===== src/rtl/fltw_pkg.sv =====
// Shared types, constants and helpers for the four-level page table walker.
// Used by fltw_walker and four_level_page_table_walk; no dependencies.
package fltw_pkg;

  localparam int unsigned MEM_WORDS = 4096;
  localparam int unsigned AW        = $clog2(MEM_WORDS);
  localparam int unsigned WORD_W    = 64;
  localparam int unsigned VA_W      = 48;
  localparam int unsigned PG_SHIFT  = 12;
  localparam int unsigned PN_W      = WORD_W - PG_SHIFT;
  localparam int unsigned IDX_W     = 9;
  localparam int unsigned ST_W      = 3;
  localparam int unsigned LVL_W     = 2;

  // func field
  localparam logic FUNC_WRITE = 1'b0;
  localparam logic FUNC_XLATE = 1'b1;

  // status codes
  localparam logic [ST_W-1:0] ST_OK   = 3'd0;
  localparam logic [ST_W-1:0] ST_TOP  = 3'd1;
  localparam logic [ST_W-1:0] ST_L2   = 3'd2;
  localparam logic [ST_W-1:0] ST_L3   = 3'd3;
  localparam logic [ST_W-1:0] ST_LEAF = 3'd4;

  // walk levels, top table first
  localparam logic [LVL_W-1:0] LVL_LEAF = 2'd0;
  localparam logic [LVL_W-1:0] LVL_3    = 2'd1;
  localparam logic [LVL_W-1:0] LVL_2    = 2'd2;
  localparam logic [LVL_W-1:0] LVL_TOP  = 2'd3;

  typedef struct packed {
    logic              we;
    logic [AW-1:0]     waddr;
    logic [WORD_W-1:0] wdata;
    logic              re;
    logic [AW-1:0]     raddr;
  } mem_req_t;

  function automatic logic [IDX_W-1:0] level_index(logic [VA_W-1:0] va,
                                                   logic [LVL_W-1:0] lvl);
    logic [IDX_W-1:0] idx;
    unique case (lvl)
      LVL_LEAF: idx = va[20:12];
      LVL_3:    idx = va[29:21];
      LVL_2:    idx = va[38:30];
      LVL_TOP:  idx = va[47:39];
      default:  idx = '0;
    endcase
    return idx;
  endfunction

  function automatic logic [ST_W-1:0] level_status(logic [LVL_W-1:0] lvl);
    logic [ST_W-1:0] st;
    unique case (lvl)
      LVL_TOP:  st = ST_TOP;
      LVL_2:    st = ST_L2;
      LVL_3:    st = ST_L3;
      LVL_LEAF: st = ST_LEAF;
      default:  st = ST_OK;
    endcase
    return st;
  endfunction

  // Table base is page aligned and idx*8 stays below one page, so the
  // word address is just {page number, index} wrapped to the store depth.
  function automatic logic [AW-1:0] word_addr(logic [PN_W-1:0] pn,
                                              logic [IDX_W-1:0] idx);
    logic [PN_W+IDX_W-1:0] full;
    full = {pn, idx};
    return full[AW-1:0];
  endfunction

endpackage


===== src/rtl/fltw_walker.sv =====
// Walk sequencer: store clearing pass, word writes, four-level table walk
// and the result register. Depends on fltw_pkg; drives the table store.
module fltw_walker
  import fltw_pkg::*;
(
  input  logic              clk_i,
  input  logic              rst_ni,
  input  logic [PN_W-1:0]   root_pn_i,
  input  logic              in_valid_i,
  output logic              in_ready_o,
  input  logic              func_i,
  input  logic [VA_W-1:0]   addr_i,
  input  logic [WORD_W-1:0] data_i,
  output logic              out_valid_o,
  input  logic              out_ready_i,
  output logic [WORD_W-1:0] phys_addr_o,
  output logic [ST_W-1:0]   status_o,
  output mem_req_t          mem_req_o,
  input  logic [WORD_W-1:0] mem_rdata_i
);

  localparam logic [1:0] S_CLEAR = 2'd0;
  localparam logic [1:0] S_IDLE  = 2'd1;
  localparam logic [1:0] S_WALK  = 2'd2;

  localparam logic [AW-1:0] CLR_LAST = AW'(MEM_WORDS - 1);

  logic [1:0]        state_q, state_d;
  logic [AW-1:0]     clr_cnt_q, clr_cnt_d;
  logic [LVL_W-1:0]  lvl_q, lvl_d;
  logic [VA_W-1:0]   va_q, va_d;
  logic              out_valid_q, out_valid_d;
  logic [WORD_W-1:0] phys_q, phys_d;
  logic [ST_W-1:0]   status_q, status_d;
  logic              accept;
  logic [PN_W-1:0]   ent_pn;

  assign in_ready_o = (state_q == S_IDLE) && (!out_valid_q || out_ready_i);
  assign accept     = in_valid_i && in_ready_o;
  assign ent_pn     = mem_rdata_i[WORD_W-1:PG_SHIFT];

  always_comb begin
    state_d     = state_q;
    clr_cnt_d   = clr_cnt_q;
    lvl_d       = lvl_q;
    va_d        = va_q;
    out_valid_d = out_valid_q;
    phys_d      = phys_q;
    status_d    = status_q;
    mem_req_o   = '0;

    if (out_valid_q && out_ready_i) begin
      out_valid_d = 1'b0;
    end

    unique case (state_q)
      S_CLEAR: begin
        mem_req_o.we    = 1'b1;
        mem_req_o.waddr = clr_cnt_q;
        clr_cnt_d       = clr_cnt_q + 1'b1;
        if (clr_cnt_q == CLR_LAST) begin
          state_d = S_IDLE;
        end
      end
      S_IDLE: begin
        if (accept) begin
          if (func_i == FUNC_WRITE) begin
            mem_req_o.we    = 1'b1;
            mem_req_o.waddr = addr_i[AW+2:3];
            mem_req_o.wdata = data_i;
            out_valid_d     = 1'b1;
            phys_d          = '0;
            status_d        = ST_OK;
          end else begin
            mem_req_o.re    = 1'b1;
            mem_req_o.raddr = word_addr(root_pn_i, level_index(addr_i, LVL_TOP));
            va_d            = addr_i;
            lvl_d           = LVL_TOP;
            state_d         = S_WALK;
          end
        end
      end
      S_WALK: begin
        // entry for lvl_q is on the read port this cycle
        if (ent_pn == '0) begin
          out_valid_d = 1'b1;
          phys_d      = '0;
          status_d    = level_status(lvl_q);
          state_d     = S_IDLE;
        end else if (lvl_q == LVL_LEAF) begin
          out_valid_d = 1'b1;
          phys_d      = {ent_pn, va_q[PG_SHIFT-1:0]};
          status_d    = ST_OK;
          state_d     = S_IDLE;
        end else begin
          mem_req_o.re    = 1'b1;
          mem_req_o.raddr = word_addr(ent_pn, level_index(va_q, lvl_q - 1'b1));
          lvl_d           = lvl_q - 1'b1;
        end
      end
      default: begin
        state_d = S_IDLE;
      end
    endcase
  end

  always_ff @(posedge clk_i or negedge rst_ni) begin
    if (!rst_ni) begin
      state_q     <= S_CLEAR;
      clr_cnt_q   <= '0;
      lvl_q       <= LVL_TOP;
      out_valid_q <= 1'b0;
    end else begin
      state_q     <= state_d;
      clr_cnt_q   <= clr_cnt_d;
      lvl_q       <= lvl_d;
      out_valid_q <= out_valid_d;
    end
  end

  always_ff @(posedge clk_i) begin
    va_q     <= va_d;
    phys_q   <= phys_d;
    status_q <= status_d;
  end

  assign out_valid_o = out_valid_q;
  assign phys_addr_o = phys_q;
  assign status_o    = status_q;

`ifndef SYNTHESIS
  a_ready_only_idle: assert property (@(posedge clk_i) disable iff (!rst_ni)
    in_ready_o |-> state_q == S_IDLE)
    else $error("input ready outside idle");

  a_walk_out_empty: assert property (@(posedge clk_i) disable iff (!rst_ni)
    state_q == S_WALK |-> !out_valid_q)
    else $error("result register busy during walk");

  a_no_rw_overlap: assert property (@(posedge clk_i) disable iff (!rst_ni)
    !(mem_req_o.we && mem_req_o.re))
    else $error("store read and write in one cycle");

  a_xlate_starts_walk: assert property (@(posedge clk_i) disable iff (!rst_ni)
    (accept && func_i == FUNC_XLATE) |=> state_q == S_WALK && lvl_q == LVL_TOP)
    else $error("translate transaction did not start a walk");

  a_fail_zero_addr: assert property (@(posedge clk_i) disable iff (!rst_ni)
    (out_valid_o && status_o != ST_OK) |-> phys_addr_o == '0)
    else $error("failed walk with nonzero address");
`endif

endmodule


===== config.mk =====
export PLATFORM = sky130hd
export DESIGN_NAME = fltw_walker
export DESIGN_NICKNAME = d
export VERILOG_FILES = /design/src/rtl/fltw_pkg.sv /design/src/rtl/fltw_walker.sv
export SDC_FILE = /design/constraint.sdc
export NUM_CORES = 1
export LEC_CHECK = 0
export BUFFER_PORTS_ARGS = -buffer_cell sky130_fd_sc_hd__buf_4
export CAP_MARGIN = 20
export CORE_AREA = 2 2 152 154
export CTS_BUF_LIST = sky130_fd_sc_hd__clkbuf_8 sky130_fd_sc_hd__clkbuf_16
export DETAILED_ROUTE_END_ITERATION = 10
export DIE_AREA = 0 0 154 156
export HOLD_SLACK_MARGIN = 0.15
export PLACE_DENSITY = 0.51
export SLEW_MARGIN = 15
export SYNTH_ARGS = -nofsm -noshare
export SYNTH_HDL_FRONTEND = slang
export SYNTH_SLANG_ARGS = --single-unit

===== constraint.sdc =====
create_clock -name clk_i -period 11 [get_ports clk_i]
set_input_delay 0.55 -clock clk_i [delete_from_list [all_inputs] [get_ports clk_i]]
set_output_delay 0.55 -clock clk_i [all_outputs]
set_load 0.02 [all_outputs]

==> impl_metrics.tcl <==
set metrics [dict create \
    power.share.clock_pct 26.7 \
    timing.critical_path.from_type "input port" \
    power.static_leakage_nw 4.029 \
    grt_setup_unrepaired "no" \
    timing.max_cap.violations 0 \
    core-area_sq_um 22370 \
    final_hold_viol_count 0 \
    critical_path_required_ps 10450 \
    route.detailed.wl_per_inst_um 17.71 \
    die-height_um 156 \
    grtUsageMet1_pct 16.36 \
    dp_hpwl_mm 14.28 \
    via_count_of_the_first_global_routing_pass 4919 \
    final_min_period_over_clock_period_pct 35.13 \
    tightestPinTransition_ps 978.2 \
    r2r_setup_slack_ps 8270 \
    tritoncts "built" \
    power_switching_mw 0.7233 \
    yosys_warnings 0 \
    cts-buffers-inserted 17 \
    layout-drive-gt1-share_pct 48.13 \
    postSynthAreaPerCell_sq_um 13.41 \
    peak_clock_frequency_supported_by_timing_mhz 258.8 \
    setup_tns_ps 0 \
    gpl.final_weighted_congestion 0.8193 \
    switching_share_pct 34.59 \
    number_of_design_rule_violations_left_after_detail_routing 0 \
    firstDrtPassIters 4 \
    port_buffer_count 330 \
    finalCriticalPeriod_ps 3864 \
    pint_mw 1.368 \
    io_count 392 \
    final_util_pct 41.22 \
    synthesis.nets 679 \
    global_route_wire_length_before_repair_mm 27.43 \
    route.antenna.remaining_nets 0 \
    synth.lib_cells_used.distinct 40 \
    cts_setup_buffers 0 \
    holdCritPathClass "in2reg" \
    power.share.sequential_pct 37.6 \
    gr_busiest_metal "met2" \
    dr_total_vias 4791 \
    status "complete, no violations" \
    worst_clock_skew_ps 10.20 \
    synthCells 436 \
    final_max_slew_viol_count 0 \
    avgViaCountPerCell 4.511 \
    area_delta_synth_final_pct 57.71 \
    drt_first_iter_violations 237 \
    clock_latency_at_the_later_pin_of_the_worst_skew_pair_ps 420 \
    fp.dieArea_sq_um 24020 \
    gr-usage-all-layers_pct 15.07 \
    clk_path_buf_depth 2 \
    starting_density_of_the_core_pct 26.14 \
    overflow 0 \
    grt_start_max_net_pins 79 \
    die_x_um 154 \
    clock_tree_root_buffer_cell "sky130_fd_sc_hd__clkbuf_16" \
    comb_power_share_pct 35.7 \
    holdWs_ps 306.3 \
    slew_headroom_pct 34.79 \
    met3_use_gr_pct 4.417 \
    seq_area_frac_synth_pct 66.40 \
    peak_ir_drop_on_the_vdd_network_uv 91.48 \
    wirelength_mm 18.81 \
    timing.critical_path.arrival_ps 3310 \
    timing.setup.critical_path_class "in2out" \
    antenna_found_initial 0 \
    power_per_cell_area_nw_per_um2 226.8 \
    setup_violations 0 \
    cts.htree.levels 4 \
    post_synthesis_cell_area_sq_um 5846 \
    rows 55 \
    clkSinkCount 132 \
    antenna-diode-count 0 \
    critical_path_peak_fanout 67 \
    clk_pin_slew_worst_paths_ps 60 \
    end_kind "output port" \
    met2_usage_pct 28.29 \
    fin_nets 1007 \
    synth-seq-cells 132 \
]
==> cells in the mapped netlist, drive strengths merged <==
cell type	count	share of area, %
nor2b	1	0.11
a21boi	1	0.13
a21oi	3	0.26
nand3	5	0.43
a222oi	9	1.5
o41ai	1	0.15
and3	5	0.62
o211a	1	0.17
o21a	1	0.13
o31ai	1	0.13
dfstp	2	0.90
or2	2	0.21
clkbuf	22	1.4
inv	6	0.39
nand2	20	1.3
and2	130	14
o41a	1	0.19
o211ai	1	0.13
xnor2	8	1.2
dfrtp	15	6.4
nand4	8	0.86
a22o	23	3.4
mux2	1	0.19
nor4	14	1.6
nand2b	1	0.11
edfxtp	115	59
nor2	8	0.51
a41oi	1	0.15
a221oi	1	0.15
ha	10	2.1
xor2	3	0.45
buf	3	0.34
o22ai	1	0.11
o22a	2	0.30
o21ai	10	0.86
==> final cells by class <==
class	instances	area (sq um)
clock buffers	17	425.4
clock inverters	15	156.4
fillers	2164	13150
inverters	6	22.52
multi-input cells	273	1867
flip-flops and latches	132	3881
well taps	285	356.6
repair buffers	334	2510
==> power by group through the flow <==
stage                     Combinational [mW]  Sequential (mW)  Clock, mW
after floorplan                        0.254            0.949          0
after global placement                 0.747            0.793          0
after detailed placement               0.755            0.799          0
after CTS                              0.758            0.789      0.575
after global routing                   0.792            0.803      0.594
final                                  0.746            0.786      0.559
==> what timing repair did <==
item,4_1_cts,5_1_grt
hold endpoints to repair,15,0
setup endpoints to repair,0,0
gates resized for setup,0,0
hold buffers,1,0
==> critical path: stages <==
cell                      delay, ps
sky130_fd_sc_hd__buf_4          110
sky130_fd_sc_hd__nor4_1         550
sky130_fd_sc_hd__nand4_1        330
sky130_fd_sc_hd__o41a_2         900
sky130_fd_sc_hd__and3_4         440
sky130_fd_sc_hd__a22o_1         230
sky130_fd_sc_hd__buf_4          160
==> routing by layer <==
layer	routed length, um	share of wire (%)
met5	0	0
met4	210	1.1
met3	1488	7.9
met2	10070	54
met1	7041	37
==> worst paths after layout <==
path	from	endpoint	cells after the start
worst min-delay path	addr_i[15]	va_q[15]	1
max in group asynchronous	rst_ni	lvl_q[1]	2
worst max-delay path	mem_rdata_i[39]	mem_req_o[0]	7
worst min register to register	clr_cnt_q[4]	clr_cnt_q[4]	1
worst max register to register	state_q[0]	phys_addr_o[60]	5
min in group asynchronous	rst_ni	clr_cnt_q[0]	2
==> registers in the layout, summed over array words and instances, names as in the netlist <==
register     count
out_valid_o      1
phys_addr_o     64
clr_cnt_q       12
va_q            48
status_o         3
lvl_q            2
state_q          2
==> stage by stage <==
step	power [mW]	setup WS, ps	instance area (sq um)	std cells
floorplan	1.203	3655	5846	436
detailed placement	1.554	6977	8627	1029
CTS	2.121	7089	9219	1062
global placement	1.541	7009	8627	1029
finish	2.091	7136	9219	1062
global route	2.189	6980	9219	1062
==> cell usage in the layout (no fill, tap or decap), types with 3 or more instances in the layout <==
master	instances
sky130_fd_sc_hd__nor2_1	7
sky130_fd_sc_hd__nand4_1	8
sky130_fd_sc_hd__inv_6	4
sky130_fd_sc_hd__clkbuf_16	17
sky130_fd_sc_hd__xnor2_1	8
sky130_fd_sc_hd__clkinvlp_4	4
sky130_fd_sc_hd__and3_1	3
sky130_fd_sc_hd__edfxtp_1	115
sky130_fd_sc_hd__a21oi_1	3
sky130_fd_sc_hd__ha_1	10
sky130_fd_sc_hd__buf_4	333
sky130_fd_sc_hd__xor2_1	3
sky130_fd_sc_hd__nand3_1	5
sky130_fd_sc_hd__inv_1	7
sky130_fd_sc_hd__o21ai_0	10
sky130_fd_sc_hd__a22o_1	23
sky130_fd_sc_hd__a222oi_1	9
sky130_fd_sc_hd__nor4_1	13
sky130_fd_sc_hd__nand2_1	20
sky130_fd_sc_hd__dfrtp_1	15
sky130_fd_sc_hd__and2_1	130
==> cells by family after synthesis <==
group | count (synthesis) | synth area share (%)
simple gates | 194 | 19.65
flops | 132 | 66.40
compound gates | 57 | 7.834
buf+inv | 31 | 2.140
xor+xnor | 11 | 1.648
fa+ha+maj | 10 | 2.140
mux | 1 | 0.1926
Note: power is estimated with default switching activity, not from simulation.
